`src/hw/rtl/calm_pkg.sv`:
```
`timescale 1ns / 1ps

package calm_pkg;

    localparam logic             OP_ADD         = 1'b0;
    localparam logic             OP_CHECK       = 1'b1;
    localparam logic [1:0]       FAM_IPV4       = 2'd0;
    localparam logic [1:0]       FAM_IPV6       = 2'd1;
    localparam logic signed [8:0] PREFIX_DEFAULT = -9'sd1;
    localparam logic [7:0]       IPV4_BITS      = 8'd32;
    localparam logic [7:0]       IPV6_BITS      = 8'd128;

    typedef struct packed {
        logic [8:0]  prefix;
        logic [63:0] addr_lo;
        logic [63:0] addr_hi;
        logic [1:0]  family;
    } entry_t;

    typedef enum logic [1:0] {
        ST_IDLE,
        ST_ADD,
        ST_SCAN,
        ST_RESULT
    } state_t;

    // Entry hit test: same family (IPv4 or IPv6), prefix in range or -1 for the full width, top prefix bits equal.
    function automatic logic entry_match(entry_t e, logic [1:0] fam,
                                         logic [63:0] hi, logic [63:0] lo);
        logic signed [8:0] p;
        logic [7:0]        n;
        logic [31:0]       m4;
        logic [127:0]      m6;
        logic              hit;
        begin
            p   = $signed(e.prefix);
            n   = 8'd0;
            hit = 1'b0;
            m4  = '0;
            m6  = '0;
            if (e.family == fam && fam == FAM_IPV4) begin
                if (p == PREFIX_DEFAULT) begin
                    n = IPV4_BITS;
                end else if (p >= 9'sd1 && p <= 9'sd32) begin
                    n = p[7:0];
                end
                m4  = ~(32'hFFFF_FFFF >> n);
                hit = (n != 8'd0) && (((lo[31:0] ^ e.addr_lo[31:0]) & m4) == 32'd0);
            end else if (e.family == fam && fam == FAM_IPV6) begin
                if (p == PREFIX_DEFAULT) begin
                    n = IPV6_BITS;
                end else if (p >= 9'sd1 && p <= 9'sd128) begin
                    n = p[7:0];
                end
                m6  = ~({128{1'b1}} >> n);
                hit = (n != 8'd0) &&
                      ((({hi, lo} ^ {e.addr_hi, e.addr_lo}) & m6) == 128'd0);
            end
            return hit;
        end
    endfunction

endpackage

```
`src/hw/rtl/calm_table.sv`:
```
`timescale 1ns / 1ps

module calm_table #(
    parameter int  TABLE_DEPTH = 16,
    localparam int IDX_W       = (TABLE_DEPTH > 1) ? $clog2(TABLE_DEPTH) : 1
) (
    input  logic             aclk,
    input  logic             wr_en,
    input  logic [IDX_W-1:0] wr_addr,
    input  calm_pkg::entry_t wr_data,
    input  logic [IDX_W-1:0] rd_addr,
    output calm_pkg::entry_t rd_data
);
    import calm_pkg::*;

    entry_t mem [TABLE_DEPTH];
    entry_t rd_data_reg;

    always_ff @(posedge aclk) begin
        if (wr_en) begin
            mem[wr_addr] <= wr_data;
        end
        rd_data_reg <= mem[rd_addr];
    end

    assign rd_data = rd_data_reg;

endmodule

```
`src/hw/rtl/cidr_access_list_match.sv`:
```
`timescale 1ns / 1ps

// CIDR access list: an ordered table of allowed prefixes in one synchronous RAM.
// Input channel s_*: s_tuser selects the operation (0 add entry, 1 check client).
// An add appends family, address and prefix length at the fill count; when the
// table holds TABLE_DEPTH entries the add is refused with status 1.
// A check reads the stored entries in order, one RAM read per cycle, and
// answers allow 1 on the first matching entry, or at once if the table is empty.
// Result channel m_*: one transfer per input transfer, allow in bit 0 and
// status in bit 1 of m_tdata.
// Flow: an add goes from ST_ADD to ST_RESULT. A check stays in ST_SCAN while it
// reads entries, up to the first hit plus one more or the whole fill count, and
// compares each entry as its RAM read returns, then passes to ST_RESULT.
// One item is in work at a time; s_tready is high while the block is idle.
// A result held by a stalled receiver stays in the output register; the next
// item is taken meanwhile and its result waits until the register frees.
// Reset (aresetn low) empties the table at once; no clearing pass is needed.
module cidr_access_list_match #(
    parameter int TABLE_DEPTH = 16
) (
    input  logic         aclk,
    input  logic         aresetn,
    input  logic         s_tvalid,
    output logic         s_tready,
    input  logic [143:0] s_tdata,  // family[1:0], addr_hi[65:2], addr_lo[129:66],
                                   // prefix_len[138:130], zero fill
    input  logic [0:0]   s_tuser,  // op[0]
    output logic         m_tvalid,
    input  logic         m_tready,
    output logic [7:0]   m_tdata   // allow[0], status[1], zero fill
);
    import calm_pkg::*;

    localparam int IDX_W = (TABLE_DEPTH > 1) ? $clog2(TABLE_DEPTH) : 1;
    localparam int CNT_W = $clog2(TABLE_DEPTH + 1);
    localparam logic [CNT_W-1:0] FULL_COUNT = CNT_W'(TABLE_DEPTH);

    state_t           state_reg, state_next;
    entry_t           item_reg;
    logic [CNT_W-1:0] count_reg, count_next;
    logic [CNT_W-1:0] scan_reg, scan_next;
    logic             pend_reg, pend_next;
    logic             hit_reg, hit_next;
    logic             res_allow_reg, res_allow_next;
    logic             res_status_reg, res_status_next;
    logic             m_tvalid_reg, m_tvalid_next;
    logic [1:0]       m_bits_reg, m_bits_next;

    logic             s_fire;
    logic             wr_en;
    logic             rd_en;
    entry_t           rd_data;

    assign s_tready = (state_reg == ST_IDLE);
    assign s_fire   = s_tvalid && s_tready;
    assign m_tvalid = m_tvalid_reg;
    assign m_tdata  = {6'd0, m_bits_reg};

    calm_table #(
        .TABLE_DEPTH(TABLE_DEPTH)
    ) u_table (
        .aclk   (aclk),
        .wr_en  (wr_en),
        .wr_addr(count_reg[IDX_W-1:0]),
        .wr_data(item_reg),
        .rd_addr(scan_reg[IDX_W-1:0]),
        .rd_data(rd_data)
    );

    always_ff @(posedge aclk) begin
        if (s_fire) begin
            item_reg.family  <= s_tdata[1:0];
            item_reg.addr_hi <= s_tdata[65:2];
            item_reg.addr_lo <= s_tdata[129:66];
            item_reg.prefix  <= s_tdata[138:130];
        end
        res_allow_reg  <= res_allow_next;
        res_status_reg <= res_status_next;
        m_bits_reg     <= m_bits_next;
    end

    always_ff @(posedge aclk) begin
        if (!aresetn) begin
            state_reg    <= ST_IDLE;
            count_reg    <= '0;
            scan_reg     <= '0;
            pend_reg     <= 1'b0;
            hit_reg      <= 1'b0;
            m_tvalid_reg <= 1'b0;
        end else begin
            state_reg    <= state_next;
            count_reg    <= count_next;
            scan_reg     <= scan_next;
            pend_reg     <= pend_next;
            hit_reg      <= hit_next;
            m_tvalid_reg <= m_tvalid_next;
        end
    end

    always_comb begin
        state_next      = state_reg;
        count_next      = count_reg;
        scan_next       = scan_reg;
        pend_next       = 1'b0;
        hit_next        = hit_reg;
        res_allow_next  = res_allow_reg;
        res_status_next = res_status_reg;
        m_tvalid_next   = m_tvalid_reg;
        m_bits_next     = m_bits_reg;
        wr_en           = 1'b0;
        rd_en           = 1'b0;

        if (m_tvalid_reg && m_tready) begin
            m_tvalid_next = 1'b0;
        end

        case (state_reg)
            ST_IDLE: begin
                if (s_fire) begin
                    scan_next  = '0;
                    hit_next   = 1'b0;
                    state_next = (s_tuser[0] == OP_ADD) ? ST_ADD : ST_SCAN;
                end
            end
            ST_ADD: begin
                res_allow_next = 1'b0;
                if (count_reg == FULL_COUNT) begin
                    res_status_next = 1'b1;
                end else begin
                    res_status_next = 1'b0;
                    wr_en           = 1'b1;
                    count_next      = count_reg + CNT_W'(1);
                end
                state_next = ST_RESULT;
            end
            ST_SCAN: begin
                // read issued here returns next cycle; compare on returned entry
                if (pend_reg && entry_match(rd_data, item_reg.family,
                                            item_reg.addr_hi, item_reg.addr_lo)) begin
                    hit_next = 1'b1;
                end
                rd_en = (scan_reg != count_reg) && !hit_reg;
                if (rd_en) begin
                    scan_next = scan_reg + CNT_W'(1);
                    pend_next = 1'b1;
                end
                if (!rd_en && !pend_reg) begin
                    res_allow_next  = hit_reg || (count_reg == '0);
                    res_status_next = 1'b0;
                    state_next      = ST_RESULT;
                end
            end
            ST_RESULT: begin
                if (!m_tvalid_reg || m_tready) begin
                    m_tvalid_next = 1'b1;
                    m_bits_next   = {res_status_reg, res_allow_reg};
                    state_next    = ST_IDLE;
                end
            end
            default: begin
                state_next = ST_IDLE;
            end
        endcase
    end

endmodule

```
`config.mk`:
```
export PLATFORM = sky130hd
export DESIGN_NAME = cidr_access_list_match
export DESIGN_NICKNAME = d
export VERILOG_FILES = /design/src/hw/rtl/calm_pkg.sv /design/src/hw/rtl/calm_table.sv /design/src/hw/rtl/cidr_access_list_match.sv
export SDC_FILE = /design/constraint.sdc
export NUM_CORES = 2
export LEC_CHECK = 0
export ABC_AREA = 0
export BUFFER_PORTS_ARGS = -buffer_cell sky130_fd_sc_hd__buf_2
export CORE_ASPECT_RATIO = 0.6
export CORE_MARGIN = 2
export CORE_UTILIZATION = 57
export CTS_CLUSTER_SIZE = 28
export DETAILED_ROUTE_END_ITERATION = 12
export GPL_TIMING_DRIVEN = 0
export PLACE_DENSITY = 0.79
export RECOVER_POWER = 50
export SLEW_MARGIN = 40
export SYNTH_ARGS = -nofsm -noshare
export SYNTH_HDL_FRONTEND = slang
export SYNTH_SLANG_ARGS = --single-unit
export TNS_END_PERCENT = 1
```
`constraint.sdc`:
```
create_clock -name aclk -period 8.8 [get_ports aclk]
set_clock_uncertainty 0.1 [all_clocks]
set_input_delay 1.76 -clock aclk [delete_from_list [all_inputs] [get_ports aclk]]
set_output_delay 1.76 -clock aclk [all_outputs]
set_load 0.01 [all_outputs]
```
# Yosys cells after proc, flatten, opt, wreduce, memory -nomap -nowiden
# Memory sizes are Yosys's and may differ from the RTL's. A register that Yosys moved wholly into a read port is not among the register bits.
# Index checks and enable logic that the tools add are counted.
[totals]
register_bits = 158
latch_bits = 0
ramBits = 2224
romBits = 0
inputBits = 149
out_inout_bits = 10
word_cells = 110
memories = 1
[classes]
addsub = 2
n_mul = 0
div_mod_pow = 0
magnitude_cmp = 3
n_eq_ne = 13
n_shift = 2
muxes = 36
bitwise_logic = 7
n_reduce_logical = 33
[mem_list]
columns = ["memory", "depth", "word_bits", "rd", "rd_ports_with_merged_regs", "write_ports", "line_no", "rtl"]
rows = [
  ["u_table.mem", 16, 139, 1, 1, 1, "calm_table.sv:16", "entry_t mem [TABLE_DEPTH];"],
]
[op_table]
columns = ["cell", "n"]
rows = [
  ["128-bit AND", 1],
  ["128-bit logical NOT", 1],
  ["128-bit NOT", 1],
  ["128-bit by 8-bit right shift with 128-bit output (first input constant)", 1],
  ["128-bit XOR", 1],
  ["8-bit two-way mux", 9],
  ["32-bit AND", 1],
  ["32-bit logical NOT", 1],
  ["32-bit NOT", 1],
  ["32-bit by 8-bit right shift with 32-bit output (first input constant)", 1],
  ["32-bit XOR", 1],
  ["1-bit two-way mux", 16],
  ["8-bit nonzero test", 2],
  ["1-bit logical AND", 11],
  ["5-bit by 1-bit adder with 5-bit output (second input constant)", 2],
  ["5-bit two-way mux", 2],
  ["5-bit one-hot mux with 2 select lines", 1],
  ["9-bit by 1-bit == test with 1-bit output (second input constant)", 1],
  ["9-bit by 2-bit greater-or-equal comparator with 1-bit output (second input constant)", 1],
  ["9-bit by 7-bit less-or-equal comparator with 1-bit output (second input constant)", 1],
  ["9-bit less-or-equal comparator (second input constant)", 1],
  ["3-bit AND reduction", 3],
  ["2-bit two-way mux", 4],
  ["2-bit inequality test (second input constant)", 4],
  ["15 further kinds", 28],
]

# Longest topological paths before layout
[logic_depth]
word_depth = 18
depth_mapped = 12
depth_no_buf = 11

# Cells and area by module
# Synthesis repeated with hierarchy kept, for this count alone.
[hier_totals]
cells_unflattened = 4433
area_unflattened_um2 = 95012.4
[modules_own_cells]
columns = ["mod", "n_inst", "cells_per_inst", "area_each_um2", "seq_area_each_um2"]
rows = [
  ["calm_table", 1, 3641, 86322.8, 69566.7],
  ["cidr_access_list_match", 1, 792, 8689.6, 4594.4],
]

# Worst setup path after synthesis
# Ideal clock, no wire load.
[synth_path]
path_type = "register -> register"
from = "register state_reg[1]"
to = "memory u_table.mem[15][0] in the netlist's numbering (enable)"
setup_ns = 0.642
arrival_time_ns = 6.581
required_time_ns = 8.058
slack_ns = 1.477
stages_incl_launch_ff = 5
n_path_buf = 0
synth_period_minus_slack_ns = 7.323
cell_sequence = "dfxtp_1 > inv_1 > ha_1 > nand2_1 > nor2_1"
[synth_via]
elab_chain_len = 4
[synth_lines]
columns = ["item", "line_no", "rtl"]
rows = [
  ["start, declared", "cidr_access_list_match.sv:38", "state_t state_reg, state_next;"],
  ["start signal, assigned", "cidr_access_list_match.sv:91", "state_reg <= state_next;"],
  ["2-bit by 1-bit == test with 1-bit output", "cidr_access_list_match.sv:117", "case (state_reg)"],
  ["1-bit two-way mux", "cidr_access_list_match.sv:117", ""],
  ["1-bit two-way mux", "calm_table.sv:20", "if (wr_en) begin"],
  ["1-bit two-way mux (not written as such)", "calm_table.sv:21", "mem[wr_addr] <= wr_data;"],
  ["end, declared", "calm_table.sv:16", ""],
]
# No other way between the ends.

# Final worst setup path
[layout_path]
from = "register, netlist name u_table.rd_data[135]"
to = "register hit_reg"
[layout_via]
elab_chain_len = 18
word_cells_on_any_way = 33
cone_classes = "order compare: 3; eq/ne: 2; shift: 2; mux: 12; bitwise: 4; reduce/logical: 10"
[layout_lines]
columns = ["item", "line_no", "rtl"]
rows = [
  ["9-bit by 2-bit greater-or-equal comparator with 1-bit output / 9-bit less-or-equal comparator (equally long branches)", "calm_pkg.sv:44, calm_pkg.sv:52", ""],
  ["1-bit logical AND", "calm_pkg.sv:52", "end else if (p >= 9'sd1 && p <= 9'sd128) begin"],
  ["8-bit two-way mux", "calm_pkg.sv:52", ""],
  ["8-bit two-way mux", "calm_pkg.sv:50", "if (p == PREFIX_DEFAULT) begin"],
  ["8-bit two-way mux", "calm_pkg.sv:49", "end else if (e.family == fam && fam == FAM_IPV6) begin"],
  ["8-bit two-way mux", "calm_pkg.sv:41", "if (e.family == fam && fam == FAM_IPV4) begin"],
  ["8-bit two-way mux", "cidr_access_list_match.sv:117", ""],
  ["128-bit by 8-bit right shift with 128-bit output", "calm_pkg.sv:55", "m6 = ~({128{1'b1}} >> n);"],
  ["(+2 left out)", "--", ""],
  ["128-bit logical NOT", "calm_pkg.sv:57", "((({hi, lo} ^ {e.addr_hi, e.addr_lo}) & m6) == 128'd0);"],
  ["1-bit logical AND", "calm_pkg.sv:56", "hit = (n != 8'd0) &&"],
  ["1-bit two-way mux", "calm_pkg.sv:49", ""],
  ["1-bit two-way mux (*)", "calm_pkg.sv:41", ""],
  ["1-bit two-way mux (*)", "cidr_access_list_match.sv:117", ""],
  ["1-bit logical AND (*)", "cidr_access_list_match.sv:138", "if (pend_reg && entry_match(rd_data, item_reg.family,"],
  ["2-bit inequality test (no source line) (*)", "--", ""],
  ["3-bit AND reduction (no source line) (*)", "--", ""],
  ["end signal, assigned", "cidr_access_list_match.sv:95", "hit_reg <= hit_next;"],
  ["end, declared", "cidr_access_list_match.sv:43", "logic hit_reg, hit_next;"],
]
# Every way passes the cells marked *; elsewhere a longest branch is shown, timed or not. The select of a mux whose other input is x is not followed.
# A chain may end at the register's enable or synchronous reset.

==> qor.csv <==
metric;value;unit
status;finished, violations left;
violations;capacitance limit, slew limit;
largest_reg_flops;2224;
switching_share;28.7;%
fin_area;109000;sq um
synth-seq-cells;2521;
critPathMaxFanout;10;
crit_type;reg -> reg;
p_int;21.9;mW
die_width;530;microns
place_area;103000;sq um
endpoint;hit_reg$_SDFFE_PN0P_;
rows;115;
arrival;5.64;ns
die_y;320;microns
viasPerCell;6.90;
p_sw;8.82;mW
drt-wirelength-per-cell;37.2;microns
avgSynthCellArea;23.4;sq um
yosys.area.top_type_share;75.0;%
cts_resized;0;
nets;4751;
start_util;57.6;%
yosys_warnings;0;
finalHoldViolCount;0;
min_path_type;reg -> reg;
p_leak;34.0;nW
grt_pass1_vias;48052;
grt_setup_unrepaired;no;
slew_headroom;-33.9;%
ant_nets;0;
crit_top_cell;buf_2;
synthTopCellsByArea;edfxtp_1, mux4_2, dfxtp_1, xnor2_1, xor2_1;
antenna_found_initial;7;
worstSetupEndpointType;flop;
peakVddDrop;0.180;mV
ys_seq_area_share;78.3;%
ff2ff_path_depth;12;
min_period_over_period;56.4;%
drc;0;
drive_gt1_share;31.1;%
clock-sinks;2521;
start_kind;flop;
cts_buffers;213;
crit_chain;buf_2 -> nand4_1 -> nor3_1 -> buf_2 -> clkbuf_1 -> a211oi_2 -> o21ai_0 -> nand2_1 -> o31ai_1 -> and4_1 -> a41o_1 -> a31o_1;
crit_slowest_cell;clkbuf_1;
coreArea;164000;sq um
final-setup-viol-count;0;
firstDrtPassIters;8;
clkLatencyLatePin;0.88;ns
slowest_delay;0.68;ns
postCtsHoldBufs;0;
syn-cell-area;94700;sq um
path_clk_slew;0.07;ns
async_flop_share;0;%
yosys.cell_types.count;80;
synth_top_area_cell;edfxtp_1;
fin_crit;4.96;ns
grtUsageTotal;31.1;%
first_iter_violations;7779;
critPathLaunch;u_table.rd_data[135]$_DFF_P_;
r2r-end;hit_reg$_SDFFE_PN0P_;
cap_violations;6;
overflow;0;
grt_max_degree;32;
synth_top_flop_cell;edfxtp_1;
worst-r2r-setup-slack;3.84;ns
worst_pin_slew;2.01;ns
r2r-start;u_table.rd_data[135]$_DFF_P_;
final-max-slew-violation-count;62;
critPathRequiredTime;9.47;ns
dpl.hpwl;165000;microns
crit_cells;12;
cts_max_path_buffers;4;
critPathTopFamily;compound AO/OA/AOI/OAI gates;
cts_tree;built;
grt_pass1_wl;367000;microns
areaGrowthSynthToFinish;15.4;%
synth_edf_count;2367;
tns;0;ns
top_level_ports;159;
power_frac_seq;50.5;%
synth_cells;4043;
cp_num_buf_inv;3;
io_buffers;147;
routed_wl;260000;microns
dieArea;170000;sq um
gp_congestion;0.983;
p_comb_share;19.0;%
power.density;281;nW/um^2
clkPwrFrac;30.5;%
cts_root_buf;clkbuf_16;
vias;48228;
max_freq;201;MHz
h-tree-depth;4;
post_cts_buffers;0;
[synth_stat cells (4+ instances only)]
master and n:
nand4_1 23, a2111oi_0 5, or4_1 5, edfxtp_1 2367, xnor2_1 87, xor2_1 57
nor4_1 11, and3_1 10, nand3b_1 4, nor2b_1 6, o211ai_1 6, buf_4 6
buf_2 5, or3_1 6, mux4_2 695, o21a_1 4, inv_1 10, dfxtp_1 154
and2_1 8, nand3_1 16, a21boi_0 4, and4_1 4, nand2b_1 8, clkbuf_1 127
a21oi_1 40, nor2_1 78, o21ai_0 42, a211oi_1 10, a221oi_1 6, o2111ai_1 5
ha_1 9, nor3_1 18, a31oi_1 5, o22ai_1 9, o41ai_1 5, nand2_1 53
o31ai_1 7, o32ai_1 9, a21o_1 4, buf_1 58
[placed cells by master (no fill, tap or decap), drive strengths merged, types with 23 or more instances in the layout]
cell	synthesis	routed
nand4	23	23
nand2	54	54
dfxtp	154	154
a21oi	42	42
mux4	695	695
clkbuf	127	458
clkinv	1	81
xnor2	87	87
edfxtp	2367	2367
buf	70	347
xor2	57	57
nor2	78	78
o21ai	44	44
[worst reg2reg max path, cell delays in order (launching register included)]
cell      delay [ns]
dfxtp_1         0.51
buf_2           0.32
nand4_1         0.52
nor3_1          0.43
buf_2           0.37
clkbuf_1        0.68
a211oi_2        0.23
o21ai_0         0.57
nand2_1         0.10
o31ai_1         0.26
and4_1          0.34
a41o_1          0.29
a31o_1          0.16
[stage by stage]
step | power, mW | cells | hold slack [ns] | worst slack, ns | utilization [%]
CTS | 30.6 | 6987 | 0.322 | 4.16 | 66.5
finish | 30.7 | 6991 | 0.323 | 3.84 | 66.5
global placement | 21.0 | 6418 | 0.306 | -6.38 | 59.8
detailed placement | 21.2 | 6600 | 0.305 | 4.25 | 62.4
floorplan | 18.6 | 4048 | 0.300 | 1.48 | -
global route | 31.5 | 6988 | 0.331 | 3.87 | 66.5
[power by group through the flow]
stage,clock network [mW],logic (mW),registers (mW)
floorplan,0,3.25,15.3
global placement,0,5.32,15.7
detailed placement,0,5.55,15.7
CTS,9.46,5.66,15.5
global route,9.89,5.98,15.6
finish,9.38,5.83,15.5
[layer usage]
metal	vias to the layer above	global-route usage (%)	part of all wire, %	wire, microns
li1	18303	-	-	-
met1	25476	45.6	38	98100
met2	3935	46.1	46	119000
met3	510	9.60	14	36500
met4	4	8.12	2.8	7260
met5	-	0	0.011	28
[worst min-delay path by stage]
stage | start | end | slack (ns) | depth (start not counted)
2_1_floorplan | res_allow_reg$_DFFE_PP_ | m_bits_reg[0]$_DFFE_PP_ | 0.30 | 0
3_3_place_gp | res_allow_reg$_DFFE_PP_ | m_bits_reg[0]$_DFFE_PP_ | 0.31 | 0
3_5_place_dp | res_allow_reg$_DFFE_PP_ | m_bits_reg[0]$_DFFE_PP_ | 0.31 | 0
4_1_cts | res_allow_reg$_DFFE_PP_ | m_bits_reg[0]$_DFFE_PP_ | 0.32 | 0
5_1_grt | res_allow_reg$_DFFE_PP_ | m_bits_reg[0]$_DFFE_PP_ | 0.33 | 0
6_report | res_allow_reg$_DFFE_PP_ | m_bits_reg[0]$_DFFE_PP_ | 0.32 | 0
[cell type report]
| type | instances | area, sq um |
|---|---|---|
| Antenna cell | 3 | 7.51 |
| Buffer | 197 | 935 |
| Clock buffer | 279 | 5770 |
| Clock inverter | 108 | 1010 |
| Fill cell | 9845 | 55100 |
| Inverter | 11 | 41.3 |
| Multi-Input combinational cell | 1319 | 20100 |
| Sequential cell | 2521 | 74200 |
| Tap cell | 2223 | 2780 |
| Timing Repair Buffer | 330 | 4500 |
[logic make-up (layout without fill, tap and decap cells)]
| group | count (synthesis) | after routing | synth area share (%) |
|---|---|---|---|
| other | 1 | 9 | 0.00396 |
| XOR/XNOR | 144 | 144 | 1.33 |
| AND/OR/NAND/NOR | 268 | 268 | 1.46 |
| adder cells (fa/ha/maj) | 9 | 9 | 0.119 |
| multiplexers | 696 | 696 | 16.5 |
| AO/OA/AOI/OAI | 196 | 196 | 1.41 |
| buffers and inverters | 208 | 925 | 0.862 |
| flip-flops | 2521 | 2521 | 78.3 |
(Power assumes the default switching activity.)
